File: src/rtl/core/dcbl_pkg.sv
// types and constants shared by the dma channel sequencer modules
package dcbl_pkg;

	// input item
	typedef struct packed {
		logic        operation;
		logic [31:0] data_word;
	} item_t;

	// result item
	typedef struct packed {
		logic [2:0]  kind;
		logic [23:0] address;
		logic [31:0] data_out;
		logic        raise_irq;
		logic        last;
	} result_t;

	// channel configuration
	typedef struct packed {
		logic [23:0] base_address;
		logic [23:0] word_count;
		logic        step_down;
		logic        to_ram;
		logic        list_mode;
		logic        table_clear;
	} cfg_t;

	// classified item handed from front to back
	typedef struct packed {
		logic        is_start;
		logic [7:0]  hdr_count;
		logic [23:0] hdr_next;
		logic [31:0] word;
	} cmd_t;

	// operation codes
	localparam logic OP_START = 1'b0;

	// result kinds
	localparam logic [2:0] KIND_READ   = 3'd0;
	localparam logic [2:0] KIND_WRITE  = 3'd1;
	localparam logic [2:0] KIND_DEVICE = 3'd2;
	localparam logic [2:0] KIND_DONE   = 3'd3;
	localparam logic [2:0] KIND_ERROR  = 3'd4;

	// configuration register indexes
	localparam logic [2:0] CFG_BASE_ADDRESS = 3'd0;
	localparam logic [2:0] CFG_WORD_COUNT   = 3'd1;
	localparam logic [2:0] CFG_STEP_DOWN    = 3'd2;
	localparam logic [2:0] CFG_TO_RAM       = 3'd3;
	localparam logic [2:0] CFG_LIST_MODE    = 3'd4;
	localparam logic [2:0] CFG_TABLE_CLEAR  = 3'd5;

	// list end marker
	localparam logic [23:0] END_MARKER = 24'hFFFFFF;

endpackage

File: src/rtl/core/dcbl_front.sv
// front end: accepts items, splits header fields and queues commands for the back end
module dcbl_front (
	input  logic          clk,
	input  logic          arst_n,
	input  logic          push,
	output logic          full,
	input  dcbl_pkg::item_t item,
	output logic          cmd_valid,
	output dcbl_pkg::cmd_t cmd,
	input  logic          cmd_pop
);
	import dcbl_pkg::*;

	localparam int Depth = 2;
	localparam int PtrW  = $clog2(Depth);
	localparam int CntW  = $clog2(Depth + 1);

	cmd_t            mem_q [Depth];
	logic [PtrW-1:0] wr_q;
	logic [PtrW-1:0] rd_q;
	logic [CntW-1:0] count_q;
	cmd_t            cls;
	logic            do_push;
	logic            do_pop;

	// classify the incoming beat
	always_comb begin
		cls.is_start  = (item.operation == OP_START);
		cls.hdr_count = item.data_word[31:24];
		cls.hdr_next  = item.data_word[23:0];
		cls.word      = item.data_word;
	end

	assign full      = (count_q == CntW'(Depth));
	assign cmd_valid = (count_q != '0);
	assign cmd       = mem_q[rd_q];
	assign do_push   = push && !full;
	assign do_pop    = cmd_pop && cmd_valid;

	// command storage
	always_ff @(posedge clk) begin
		if (do_push) begin
			mem_q[wr_q] <= cls;
		end
	end

	// pointers and fill count
	always_ff @(posedge clk or negedge arst_n) begin
		if (!arst_n) begin
			wr_q    <= '0;
			rd_q    <= '0;
			count_q <= '0;
		end else begin
			if (do_push) begin
				wr_q <= PtrW'(wr_q + 1'b1);
			end
			if (do_pop) begin
				rd_q <= PtrW'(rd_q + 1'b1);
			end
			count_q <= CntW'(count_q + CntW'(do_push) - CntW'(do_pop));
		end
	end

endmodule

File: src/rtl/core/dcbl_exec.sv
// back end: channel sequencer that turns commands into up to two results
module dcbl_exec #(
	parameter int RAM_ADDR_BITS = 21
) (
	input  logic              clk,
	input  logic              arst_n,
	input  dcbl_pkg::cfg_t    cfg,
	input  logic              cmd_valid,
	input  dcbl_pkg::cmd_t    cmd,
	output logic              cmd_pop,
	input  logic              room,
	output dcbl_pkg::result_t res0,
	output dcbl_pkg::result_t res1,
	output logic [1:0]        res_count
);
	import dcbl_pkg::*;

	localparam logic [23:0] RamMask     = 24'((32'd1 << RAM_ADDR_BITS) - 32'd1);
	localparam logic [23:0] RamWordMask = RamMask & ~24'd3;

	typedef enum logic [2:0] {
		IDLE,
		BLOCK_READ,
		BLOCK_WRITE,
		LIST_HEADER,
		LIST_PACKET
	} phase_t;

	phase_t      phase_q,  phase_d;
	logic [23:0] cur_q,    cur_d;
	logic [23:0] wl_q,     wl_d;
	logic [7:0]  pl_q,     pl_d;
	logic [23:0] np_q,     np_d;

	logic        go;
	logic [23:0] stepped;
	logic [23:0] plus4;
	logic [23:0] wl_dec;
	logic [7:0]  pl_dec;
	logic [23:0] follow_ptr;
	result_t     follow_res;
	phase_t      follow_phase;
	logic [31:0] write_word;

	assign go      = cmd_valid && room;
	assign cmd_pop = go;
	assign stepped = cfg.step_down ? (cur_q - 24'd4) : (cur_q + 24'd4);
	assign plus4   = cur_q + 24'd4;
	assign wl_dec  = wl_q - 24'd1;
	assign pl_dec  = pl_q - 8'd1;

	// end of a packet: follow the next pointer or finish the walk
	always_comb begin
		follow_ptr = (phase_q == LIST_HEADER) ? cmd.hdr_next : np_q;
		follow_res = '0;
		follow_res.last = 1'b1;
		if (follow_ptr[23]) begin
			follow_res.kind      = KIND_DONE;
			follow_res.address   = follow_ptr;
			follow_res.raise_irq = (follow_ptr != END_MARKER);
			follow_phase         = IDLE;
		end else begin
			follow_res.kind    = KIND_READ;
			follow_res.address = follow_ptr & RamWordMask;
			follow_phase       = LIST_HEADER;
		end
	end

	// word written to ram: generated table entry or device word
	always_comb begin
		if (!cfg.table_clear) begin
			write_word = cmd.word;
		end else if (wl_q == 24'd1) begin
			write_word = {8'd0, END_MARKER};
		end else begin
			write_word = {8'd0, (cur_q - 24'd4) & RamMask};
		end
	end

	// sequencer next state and results
	always_comb begin
		phase_d   = phase_q;
		cur_d     = cur_q;
		wl_d      = wl_q;
		pl_d      = pl_q;
		np_d      = np_q;
		res0      = '0;
		res1      = '0;
		res_count = 2'd0;
		if (go) begin
			if (cmd.is_start) begin
				cur_d     = cfg.base_address;
				pl_d      = 8'd0;
				np_d      = 24'd0;
				res0.last = 1'b1;
				if (cfg.list_mode) begin
					wl_d      = 24'd0;
					res_count = 2'd1;
					if (cfg.to_ram) begin
						res0.kind    = KIND_ERROR;
						res0.address = cfg.base_address;
						phase_d      = IDLE;
					end else begin
						res0.kind    = KIND_READ;
						res0.address = cfg.base_address & RamWordMask;
						phase_d      = LIST_HEADER;
					end
				end else begin
					wl_d = cfg.word_count;
					if (cfg.word_count == 24'd0) begin
						res0.kind    = KIND_DONE;
						res0.address = cfg.base_address;
						res_count    = 2'd1;
						phase_d      = IDLE;
					end else if (cfg.to_ram) begin
						phase_d = BLOCK_WRITE;
					end else begin
						res0.kind    = KIND_READ;
						res0.address = cfg.base_address & RamWordMask;
						res_count    = 2'd1;
						phase_d      = BLOCK_READ;
					end
				end
			end else begin
				unique case (phase_q)
					BLOCK_READ: begin
						res0.kind     = KIND_DEVICE;
						res0.data_out = cmd.word;
						res1.last     = 1'b1;
						res_count     = 2'd2;
						cur_d         = stepped;
						wl_d          = wl_dec;
						if (wl_dec == 24'd0) begin
							res1.kind    = KIND_DONE;
							res1.address = stepped;
							phase_d      = IDLE;
						end else begin
							res1.kind    = KIND_READ;
							res1.address = stepped & RamWordMask;
						end
					end
					BLOCK_WRITE: begin
						res0.kind     = KIND_WRITE;
						res0.address  = cur_q & RamWordMask;
						res0.data_out = write_word;
						cur_d         = stepped;
						wl_d          = wl_dec;
						if (wl_dec == 24'd0) begin
							res1.kind    = KIND_DONE;
							res1.address = stepped;
							res1.last    = 1'b1;
							res_count    = 2'd2;
							phase_d      = IDLE;
						end else begin
							res0.last = 1'b1;
							res_count = 2'd1;
						end
					end
					LIST_HEADER: begin
						pl_d      = cmd.hdr_count;
						np_d      = cmd.hdr_next;
						res_count = 2'd1;
						if (cmd.hdr_count == 8'd0) begin
							cur_d   = follow_ptr;
							res0    = follow_res;
							phase_d = follow_phase;
						end else begin
							cur_d        = plus4;
							res0.kind    = KIND_READ;
							res0.address = plus4 & RamWordMask;
							res0.last    = 1'b1;
							phase_d      = LIST_PACKET;
						end
					end
					LIST_PACKET: begin
						res0.kind     = KIND_DEVICE;
						res0.data_out = cmd.word;
						res_count     = 2'd2;
						pl_d          = pl_dec;
						if (pl_dec == 8'd0) begin
							cur_d   = follow_ptr;
							res1    = follow_res;
							phase_d = follow_phase;
						end else begin
							cur_d        = plus4;
							res1.kind    = KIND_READ;
							res1.address = plus4 & RamWordMask;
							res1.last    = 1'b1;
						end
					end
					default: begin
						phase_d = IDLE;
					end
				endcase
			end
		end
	end

	// sequencer state
	always_ff @(posedge clk or negedge arst_n) begin
		if (!arst_n) begin
			phase_q <= IDLE;
			cur_q   <= '0;
			wl_q    <= '0;
			pl_q    <= '0;
			np_q    <= '0;
		end else begin
			phase_q <= phase_d;
			cur_q   <= cur_d;
			wl_q    <= wl_d;
			pl_q    <= pl_d;
			np_q    <= np_d;
		end
	end

endmodule

File: src/rtl/core/dcbl_outq.sv
// result queue: takes up to two results a cycle, hands out one
module dcbl_outq (
	input  logic              clk,
	input  logic              arst_n,
	input  dcbl_pkg::result_t wr0,
	input  dcbl_pkg::result_t wr1,
	input  logic [1:0]        wr_count,
	output logic              room,
	output logic              empty,
	input  logic              pop,
	output dcbl_pkg::result_t head
);
	import dcbl_pkg::*;

	localparam int Depth = 4;
	localparam int PtrW  = $clog2(Depth);
	localparam int CntW  = $clog2(Depth + 1);

	result_t         mem_q [Depth];
	logic [PtrW-1:0] wr_q;
	logic [PtrW-1:0] rd_q;
	logic [CntW-1:0] count_q;
	logic [PtrW-1:0] wr_next;
	logic            do_pop;

	assign wr_next = PtrW'(wr_q + 1'b1);
	assign room    = (count_q <= CntW'(Depth - 2));
	assign empty   = (count_q == '0);
	assign head    = mem_q[rd_q];
	assign do_pop  = pop && !empty;

	// result storage
	always_ff @(posedge clk) begin
		if (wr_count != 2'd0) begin
			mem_q[wr_q] <= wr0;
		end
		if (wr_count == 2'd2) begin
			mem_q[wr_next] <= wr1;
		end
	end

	// pointers and fill count
	always_ff @(posedge clk or negedge arst_n) begin
		if (!arst_n) begin
			wr_q    <= '0;
			rd_q    <= '0;
			count_q <= '0;
		end else begin
			wr_q <= PtrW'(wr_q + PtrW'(wr_count));
			if (do_pop) begin
				rd_q <= PtrW'(rd_q + 1'b1);
			end
			count_q <= CntW'(count_q + CntW'(wr_count) - CntW'(do_pop));
		end
	end

endmodule

File: src/rtl/core/dma_channel_block_and_list_engine.sv
// top level of the dma channel block and linked-list sequencer
//
//  channel   handshake          payload
//  -------   ----------------   -----------------------------------
//  item      push / full        item     (operation, data_word)
//  result    empty / pop        result   (kind, address, data_out, raise_irq, last)
//  config    cfg_valid / ready  cfg_index (3), cfg_data (24)
//
// a beat on item reaches the sequencer after acceptance through a
// two-entry command queue; the sequencer handles one command per cycle and
// writes up to two results into a four-entry result queue, first result
// visible the cycle after. the sequencer stalls while the result queue has
// fewer than two free entries; full rises only when the command queue fills.
// reset clears queues, sequencer state and configuration registers.
module dma_channel_block_and_list_engine #(
	parameter int RAM_ADDR_BITS = 21
) (
	input  logic              clk,
	input  logic              arst_n,
	input  logic              push,
	output logic              full,
	input  dcbl_pkg::item_t   item,
	output logic              empty,
	input  logic              pop,
	output dcbl_pkg::result_t result,
	input  logic              cfg_valid,
	output logic              cfg_ready,
	input  logic [2:0]        cfg_index,
	input  logic [23:0]       cfg_data
);
	import dcbl_pkg::*;

	cfg_t       cfg_q;
	logic       cmd_valid;
	cmd_t       cmd;
	logic       cmd_pop;
	logic       oq_room;
	result_t    res0;
	result_t    res1;
	logic [1:0] res_count;

	assign cfg_ready = 1'b1;

	// configuration registers
	always_ff @(posedge clk or negedge arst_n) begin
		if (!arst_n) begin
			cfg_q <= '0;
		end else if (cfg_valid && cfg_ready) begin
			unique case (cfg_index)
				CFG_BASE_ADDRESS: cfg_q.base_address <= cfg_data;
				CFG_WORD_COUNT:   cfg_q.word_count   <= cfg_data;
				CFG_STEP_DOWN:    cfg_q.step_down    <= cfg_data[0];
				CFG_TO_RAM:       cfg_q.to_ram       <= cfg_data[0];
				CFG_LIST_MODE:    cfg_q.list_mode    <= cfg_data[0];
				CFG_TABLE_CLEAR:  cfg_q.table_clear  <= cfg_data[0];
				default: begin
				end
			endcase
		end
	end

	// front: accept and classify
	dcbl_front u_front (
		.clk       (clk),
		.arst_n    (arst_n),
		.push      (push),
		.full      (full),
		.item      (item),
		.cmd_valid (cmd_valid),
		.cmd       (cmd),
		.cmd_pop   (cmd_pop)
	);

	// back: channel sequencer
	dcbl_exec #(
		.RAM_ADDR_BITS (RAM_ADDR_BITS)
	) u_exec (
		.clk       (clk),
		.arst_n    (arst_n),
		.cfg       (cfg_q),
		.cmd_valid (cmd_valid),
		.cmd       (cmd),
		.cmd_pop   (cmd_pop),
		.room      (oq_room),
		.res0      (res0),
		.res1      (res1),
		.res_count (res_count)
	);

	// result queue
	dcbl_outq u_outq (
		.clk      (clk),
		.arst_n   (arst_n),
		.wr0      (res0),
		.wr1      (res1),
		.wr_count (res_count),
		.room     (oq_room),
		.empty    (empty),
		.pop      (pop),
		.head     (result)
	);

`ifndef SYNTH
	// sequencer only takes a command when the result queue can hold two results
	a_pop_needs_room: assert property (@(posedge clk) disable iff (!arst_n)
		cmd_pop |-> (oq_room && cmd_valid))
		else $error("command taken without result queue room");

	// results appear only for a command taken in the same cycle
	a_res_needs_cmd: assert property (@(posedge clk) disable iff (!arst_n)
		(res_count != 2'd0) |-> cmd_pop)
		else $error("result written without a command");

	// a pair of results: first one open, second one closes the beat
	a_pair_last: assert property (@(posedge clk) disable iff (!arst_n)
		(res_count == 2'd2) |-> (!res0.last && res1.last))
		else $error("bad last marking on a result pair");

	// a single result closes the beat
	a_single_last: assert property (@(posedge clk) disable iff (!arst_n)
		(res_count == 2'd1) |-> res0.last)
		else $error("single result without last");

	// an accepted beat is waiting for the sequencer in the next cycle
	a_push_queued: assert property (@(posedge clk) disable iff (!arst_n)
		(push && !full) |=> cmd_valid)
		else $error("accepted beat missing from command queue");
`endif

endmodule

File: config.mk
export PLATFORM = sky130hd
export DESIGN_NAME = dma_channel_block_and_list_engine
export DESIGN_NICKNAME = d
export VERILOG_FILES = /design/src/rtl/core/dcbl_pkg.sv /design/src/rtl/core/dcbl_front.sv /design/src/rtl/core/dcbl_exec.sv /design/src/rtl/core/dcbl_outq.sv /design/src/rtl/core/dma_channel_block_and_list_engine.sv
export SDC_FILE = /design/constraint.sdc
export NUM_CORES = 1
export LEC_CHECK = 0
export BUFFER_PORTS_ARGS = -buffer_cell sky130_fd_sc_hd__buf_4
export CAP_MARGIN = 10
export CORE_MARGIN = 2
export CORE_UTILIZATION = 50
export CTS_BUF_LIST = sky130_fd_sc_hd__clkbuf_4
export CTS_CLUSTER_DIAMETER = 40
export CTS_CLUSTER_SIZE = 12
export DETAILED_ROUTE_END_ITERATION = 12
export PLACE_DENSITY = 0.67
export SYNTH_ARGS = -nofsm -noshare
export SYNTH_HDL_FRONTEND = slang
export SYNTH_SLANG_ARGS = --single-unit
File: constraint.sdc
create_clock -name clk -period 5.48 [get_ports clk]
set_input_delay 0.548 -clock clk [delete_from_list [all_inputs] [get_ports clk]]
set_output_delay 0.548 -clock clk [all_outputs]
set_load 0.05 [all_outputs]
; ---- Word-level counts from Yosys, hierarchy flattened
; Memory sizes are Yosys's and may differ from the RTL's.
; Index checks and enable logic that the tools add are counted.
[word_totals]
memories = 2
ff_bits = 146
input_bits = 65
word_cells = 143
mem_bits_rw = 374
[memory_table]
columns = name, depth, word_bits, rd, rd_ports_with_merged_regs, write_ports, line_no
row1 = u_outq.mem_q, 4, 61, 1, 0, 2, dcbl_outq.sv:19  ; result_t mem_q [Depth];
row2 = u_front.mem_q, 2, 65, 1, 0, 1, dcbl_front.sv:18  ; cmd_t mem_q [Depth];
[op_classes]
n_eq_ne = 15
n_bitwise = 1
n_reduce_logical = 29
n_addsub = 13
magnitude_cmp = 1
muxes = 65
[ops]
columns = operator, count
row1 = $mux W24, 10
row2 = $mux W61, 3
row3 = $mux W27, 6
row4 = $pmux W32 S3, 1
row5 = $pmux W27 S3, 1
row6 = $mux W26, 3
row7 = $pmux W24 S3, 1
row8 = $mux W33, 2
row9 = $logic_not A24 Y1, 2
row10 = $pmux W24 S2, 1
row11 = $mux W32, 1
row12 = $add A24 B3 Y24 const B, 1
row13 = $eq A24 B1 Y1 const B, 1
row14 = $ne A24 B24 Y1 const B, 1
row15 = $sub A24 B1 Y24 const B, 1
row16 = $sub A24 B3 Y24 const B, 1
row17 = $mux W21, 1
row18 = $mux W3, 6
row19 = $pmux W3 S3, 2
row20 = $reduce_and A2 Y1, 9
row21 = $logic_not A8 Y1, 2
row22 = $mux W2, 8
row23 = $pmux W8 S2, 1
row24 = $mux W1, 14
row25 = other kinds (27), 45

; ---- Longest topological paths before layout
[logic_depth]
word_depth = 9
ltp_mapped = 14

; ---- Modules after synthesis
; Synthesis repeated with hierarchy kept, for this count alone.
[unflattened]
hier_cells = 2197
hier_area_um2 = 26081.3
[modules_own_cells]
columns = module, cells_per_inst, seq_area_each_um2, area_each_um2, n_inst
row1 = dcbl_outq, 631, 7502.2, 12155.4, 1
row2 = dcbl_exec, 1295, 2077.0, 8949.8, 1
row3 = dcbl_front, 154, 2082.0, 2954.1, 1
row4 = dma_channel_block_and_list_engine, 117, 1301.2, 2021.9, 1

; ---- Worst setup path before layout
; OpenSTA, ideal clock, no wires.
[synth_timing]
kind = register -> register
startpoint = register u_exec.wl_q[0]
endpoint = memory u_outq.mem_q[2][0] in the netlist's numbering (enable)
period_less_slack_ns = 3.703
setup_slack_ns = 1.777
arrival_ns = 3.251
required_time_ns = 5.028
n_path_buf = 1
path_stages_with_launch = 13
cell_sequence = dfrtp_1 inv_1 ha_1 nor4b_2 nand4_1 xor2_1 and4_1 nand4b_4 a21oi_4 inv_1 o21ai_2 buf_2 nand2_1
[synth_rtl]
columns = element, line_no
row1 = from (decl), dcbl_exec.sv:31  ; logic [23:0] wl_q, wl_d;
row2 = from (signal assigned), dcbl_exec.sv:210  ; wl_q <= wl_d;
row3 = to (decl), dcbl_outq.sv:19

; ---- Worst setup path after layout
[layout_timing]
startpoint = register u_exec.wl_q[0]
endpoint = register u_outq.count_q[2]
[layout_between]
elab_chain_cells = 8
[layout_lines]
columns = element, line_no
row1 = $sub A24 B1 Y24, dcbl_exec.sv:49  ; assign wl_dec = wl_q - 24'd1;
row2 = $logic_not A24 Y1, dcbl_exec.sv:148  ; if (wl_dec == 24'd0) begin
row3 = $mux W2, dcbl_exec.sv:148
row4 = $pmux W2 S3, dcbl_exec.sv:125  ; unique case (phase_q)
row5 = $mux W2, dcbl_exec.sv:91  ; if (cmd.is_start) begin
row6 = $mux W2, dcbl_exec.sv:90  ; if (go) begin
row7 = $add A3 B2 Y3, dcbl_outq.sv:53  ; count_q <= CntW'(count_q + CntW'(wr_count) - CntW'(do_pop));
row8 = $sub A3 B1 Y3, dcbl_outq.sv:53
row9 = to (signal assigned), dcbl_outq.sv:53
row10 = to (decl), dcbl_outq.sv:22  ; logic [CntW-1:0] count_q;
; Every way passes these cells.
; A chain may end at the register's enable or synchronous reset.

==> metrics.md <==
| Metric | Value |
|---|---|
| Arrival @ worst endpoint | `~5.2 ns` |
| Vias | `19784` |
| Synthesized cell area | `between 0.02 and 0.025 mm^2` |
| Initial Util | `0.5031` |
| Syn_nets | `roughly 2300` |
| Asr flop ratio synth | `0.3202` |
| Post-synth top area cell | `edfxtp_1` |
| Distinct cells, synth | `just over 90` |
| GRT Max-Usage Layer | `met2` |
| PwrDens | `approximately 580 mW/mm^2` |
| Layout cells sized above 1 | `0.2126` |
| Multi-input gate area | `between 0.01 and 0.015 mm^2` |
| CTS H-Tree Depth | `3` |
| Switch Pwr | `roughly 0.0073 W` |
| Area share of the largest cell type after synthesis | `0.2239` |
| Die ar. | `0.04950 mm^2` |
| Max Fclk | `between 200 and 250 MHz` |
| Status | `completed` |
| Met1 usage | `0.4562` |
| Worst path max stage delay | `roughly 0.50 ns` |
| Core area | `between 0.04 and 0.05 mm^2` |
| Primary FF master, synth | `edfxtp_1` |
| Worst path slowest cell | `nor4b_2` |
| Sw Share | `0.4688` |
| Crit path max fanout | `12` |
| MaxCap Viol Count | `0` |
| Setup TNS | `0 ns` |
| Yosys reg bits | `about 460` |
| Clock skew | `about 0.054 ns` |
| Internal power contribution | `0.008300 W` |
| Main area contributors after synthesis | `edfxtp_1, dfrtp_1, dfxtp_1` |
| Detailed Route Iter0 Violations | `2342` |
| # Post-CTS Setup Buffers | `0` |
| Drt wl/cell | `roughly 26 um` |
| Fillers | `roughly 4100` |
| CTS tree | `built` |
| Clock power share | `0.170` |
| Clk slew on worst S/H paths | `0.12 ns` |
| Synth top cells by count | `nand2_1, edfxtp_1, nor2_1` |
| DRT Pass-1 Iters | `5` |
| Post_cts resized | `0` |
| Worst setup SP type | `flop` |
| Area grow syn2layout | `13.55%` |
| Hold buffers post-CTS | `about 60` |
| DR vias/cell | `roughly 6.5` |
| Die height | `about 220 um` |
| Vias in the first global route | `around 19000` |
| Crit. End Element | `flop` |
| Antenna viol nets, final | `0` |
| Yosys warning count | `0` |
| Crit path cell chain | `inv_1 -> ha_1 -> nor4b_2 -> nand4_1 -> xor2_1 -> nand4b_1 -> nor4_4 -> o21a_2 -> inv_2 -> ha_1 -> fa_1 -> xor2_1 -> xnor2_1` |
| Global-route met2 utilization | `0.4808` |
| Nets | `2443` |
| Port-buffer cells | `about 130` |
| CP required | `around 6.2 ns` |
| Worst vdd ir | `0.2473 mV` |
| Power, Total | `between 0.015 and 0.02 W` |
| Final core occ | `0.5713` |
| Register area | `around 0.012 mm^2` |
| DRC | `0` |
| Rel. slew slack | `0.1871` |
| Final Max Slew Viols | `0` |
| Cells after Synth | `roughly 2200` |
| Final count of negative-setup-slack endpoints | `0` |
| Met3 usage | `0.06414` |
| Largest net degree at the start of global routing | `about 150` |
| Global-route wire length before repair | `120300 um` |
| RSZ-0062 raised after global routing | `false` |
| Die width | `between 200 and 250 um` |
| Root buf cell | `clkbuf_4` |
| I/O pins | `about 130` |
| Synthesized area per cell | `around 11 um^2` |
| Placer Congestion | `slightly above 1` |
| Most common cell in the synthesized netlist | `nand2_1` |
| Drt total wl | `between 80000 and 90000 um` |
| CP Class | `reg2reg` |
| Seq pwr share | `0.357` |
| Clock sinks | `about 460` |
| Initial antenna violation count | `3` |
| Worst hold path type | `in2reg` |
| Logic gate share of total power | `0.473` |
| Clock tree buffer depth | `3` |
| GRT overflow | `0` |
| Worst slew pin tran | `~1.2 ns` |
| Post-synth EDFFs | `~180` |
| Endpoints failing hold | `0` |
| Num rows | `80` |
| Num CTS Buffers | `68` |
| Clk_lat worst skew | `approximately 0.85 ns` |
| Minimum clock period | `around 4.4 ns` |
| Post-placement cell area | `approximately 0.025 mm^2` |
| Final Cycle Share | `0.8042` |
| Sequential area share after synthesis | `0.4877` |
| Pleak | `a little under 10 nW` |
| Post-DP HPWL | `54120 um` |
| GRT Overall Usage | `0.3216` |
| Final Cell Area | `between 0.02 and 0.03 mm^2` |
==> worst paths after layout <==
path	from	endpoint	slack [ns]	depth (start not counted)
worst max-delay path	u_exec.wl_q[0]$_DFFE_PN0P_	u_outq.count_q[2]$_DFF_PN0_	1.07	13
worst min-delay path	cfg_index[1]	cfg_q[0]$_DFFE_PN0P_	0.08	3
worst max register to register	u_exec.wl_q[0]$_DFFE_PN0P_	u_outq.count_q[2]$_DFF_PN0_	1.07	13
worst min register to register	u_outq.mem_q[2][10]$_SDFFE_PP0N_	u_outq.mem_q[2][10]$_SDFFE_PP0N_	0.46	2
max in group asynchronous	arst_n	u_front.rd_q$_DFFE_PN0P_	4.25	3
min in group asynchronous	arst_n	u_outq.rd_q[1]$_DFFE_PN0P_	0.31	3
==> cell families (layout without fill, tap and decap cells) <==
logic type | after synthesis | after routing | share of synthesized area
flip-flops | 456 | 456 | 0.4877
XOR/XNOR | 70 | 70 | 0.02568
buffers and inverters | 223 | 403 | 0.03816
multiplexers | 169 | 169 | 0.1061
AND/OR/NAND/NOR | 629 | 629 | 0.1270
adder cells (fa/ha/maj) | 13 | 13 | 0.007128
AO/OA/AOI/OAI | 677 | 677 | 0.2080
other | 1 | 5 | 0.0001571
==> cells in the final DEF, fill, tap and decap left out, types with 10 or more instances in the layout <==
cell type / Yosys / routed
a211oi_1: 14 / 14
a21oi_1: 89 / 88
a221oi_1: 11 / 11
a22o_1: 106 / 106
a22oi_1: 11 / 11
a31o_2: 19 / 19
a31oi_1: 22 / 22
buf_4: 2 / 184
bufinv_16: 0 / 10
clkbuf_4: 0 / 79
dfrtp_1: 146 / 143
dfxtp_1: 132 / 132
dlygate4sd3_1: 0 / 59
edfxtp_1: 178 / 178
ha_1: 12 / 12
inv_1: 34 / 34
mux2_2: 63 / 63
mux2i_1: 45 / 44
mux4_2: 61 / 61
nand2_1: 240 / 240
nand3_1: 40 / 40
nand4_1: 18 / 18
nor2_1: 168 / 166
nor2b_1: 11 / 11
nor3_1: 35 / 35
nor4_1: 22 / 22
o211ai_1: 29 / 29
o21ai_0: 156 / 156
o21ai_1: 18 / 15
o22ai_1: 34 / 34
o2bb2ai_1: 46 / 46
o31ai_1: 12 / 12
or2_2: 11 / 11
or3_1: 12 / 12
xnor2_1: 40 / 40
xor2_1: 30 / 30
==> power groups by stage <==
stage	Combinational (W)	Clock (W)	Sequential (W)
2_1_floorplan	0.00548	0	0.00498
3_5_place_dp	0.00724	0	0.00563
3_3_place_gp	0.00715	0	0.00559
4_1_cts	0.00728	0.00270	0.00556
5_1_grt	0.00781	0.00283	0.00571
6_report	0.00739	0.00265	0.00558
==> stage by stage <==
step           instances  setup slack (ns)  hold WS [ns]
3_3_place_gp        2851             1.231        0.4335
2_1_floorplan       2238             1.777        0.2524
4_1_cts             3033             1.114      0.007877
6_report            3037             1.073       0.08002
3_5_place_dp        2851             1.148        0.4400
5_1_grt             3036            0.7895       0.05111
==> registers in the layout, summed over array words and instances, names as in the netlist <==
register         flops
cfg_q               52
u_exec.cur_q        24
u_exec.np_q         24
u_exec.phase_q       3
u_exec.pl_q          8
u_exec.wl_q         24
u_front.count_q      2
u_front.mem_q       66
u_front.rd_q         1
u_front.wr_q         1
u_outq.count_q       3
u_outq.mem_q       244
u_outq.rd_q          2
u_outq.wr_q          2
==> critical path, delay by kind of cell (launching register included) <==
family | cells | cell delay, ns
compound gates | 1 | 0.39
xor+xnor | 3 | 0.59
fa+ha+maj | 3 | 1.06
buf+inv | 2 | 0.27
flops | 1 | 0.47
simple gates | 4 | 1.53
==> cell type report <==
| type | instances | area share |
|---|---|---|
| clock inverter | 44 | 0.02087 |
| sequential | 456 | 0.4297 |
| multi-input combinational | 1559 | 0.4200 |
| clock buffer | 79 | 0.02188 |
| antenna | 4 | 0.0003693 |
| inverter | 35 | 0.004847 |
| tap | 615 | 0.02839 |
| timing repair buffer | 245 | 0.07390 |
==> per-layer routing <==
layer,share of wire,vias up
met5,0,-
met4,0.045,0
met3,0.089,172
met2,0.44,1006
met1,0.42,9843
li1,-,8763
No activity file was read; power rests on OpenSTA's default activity.
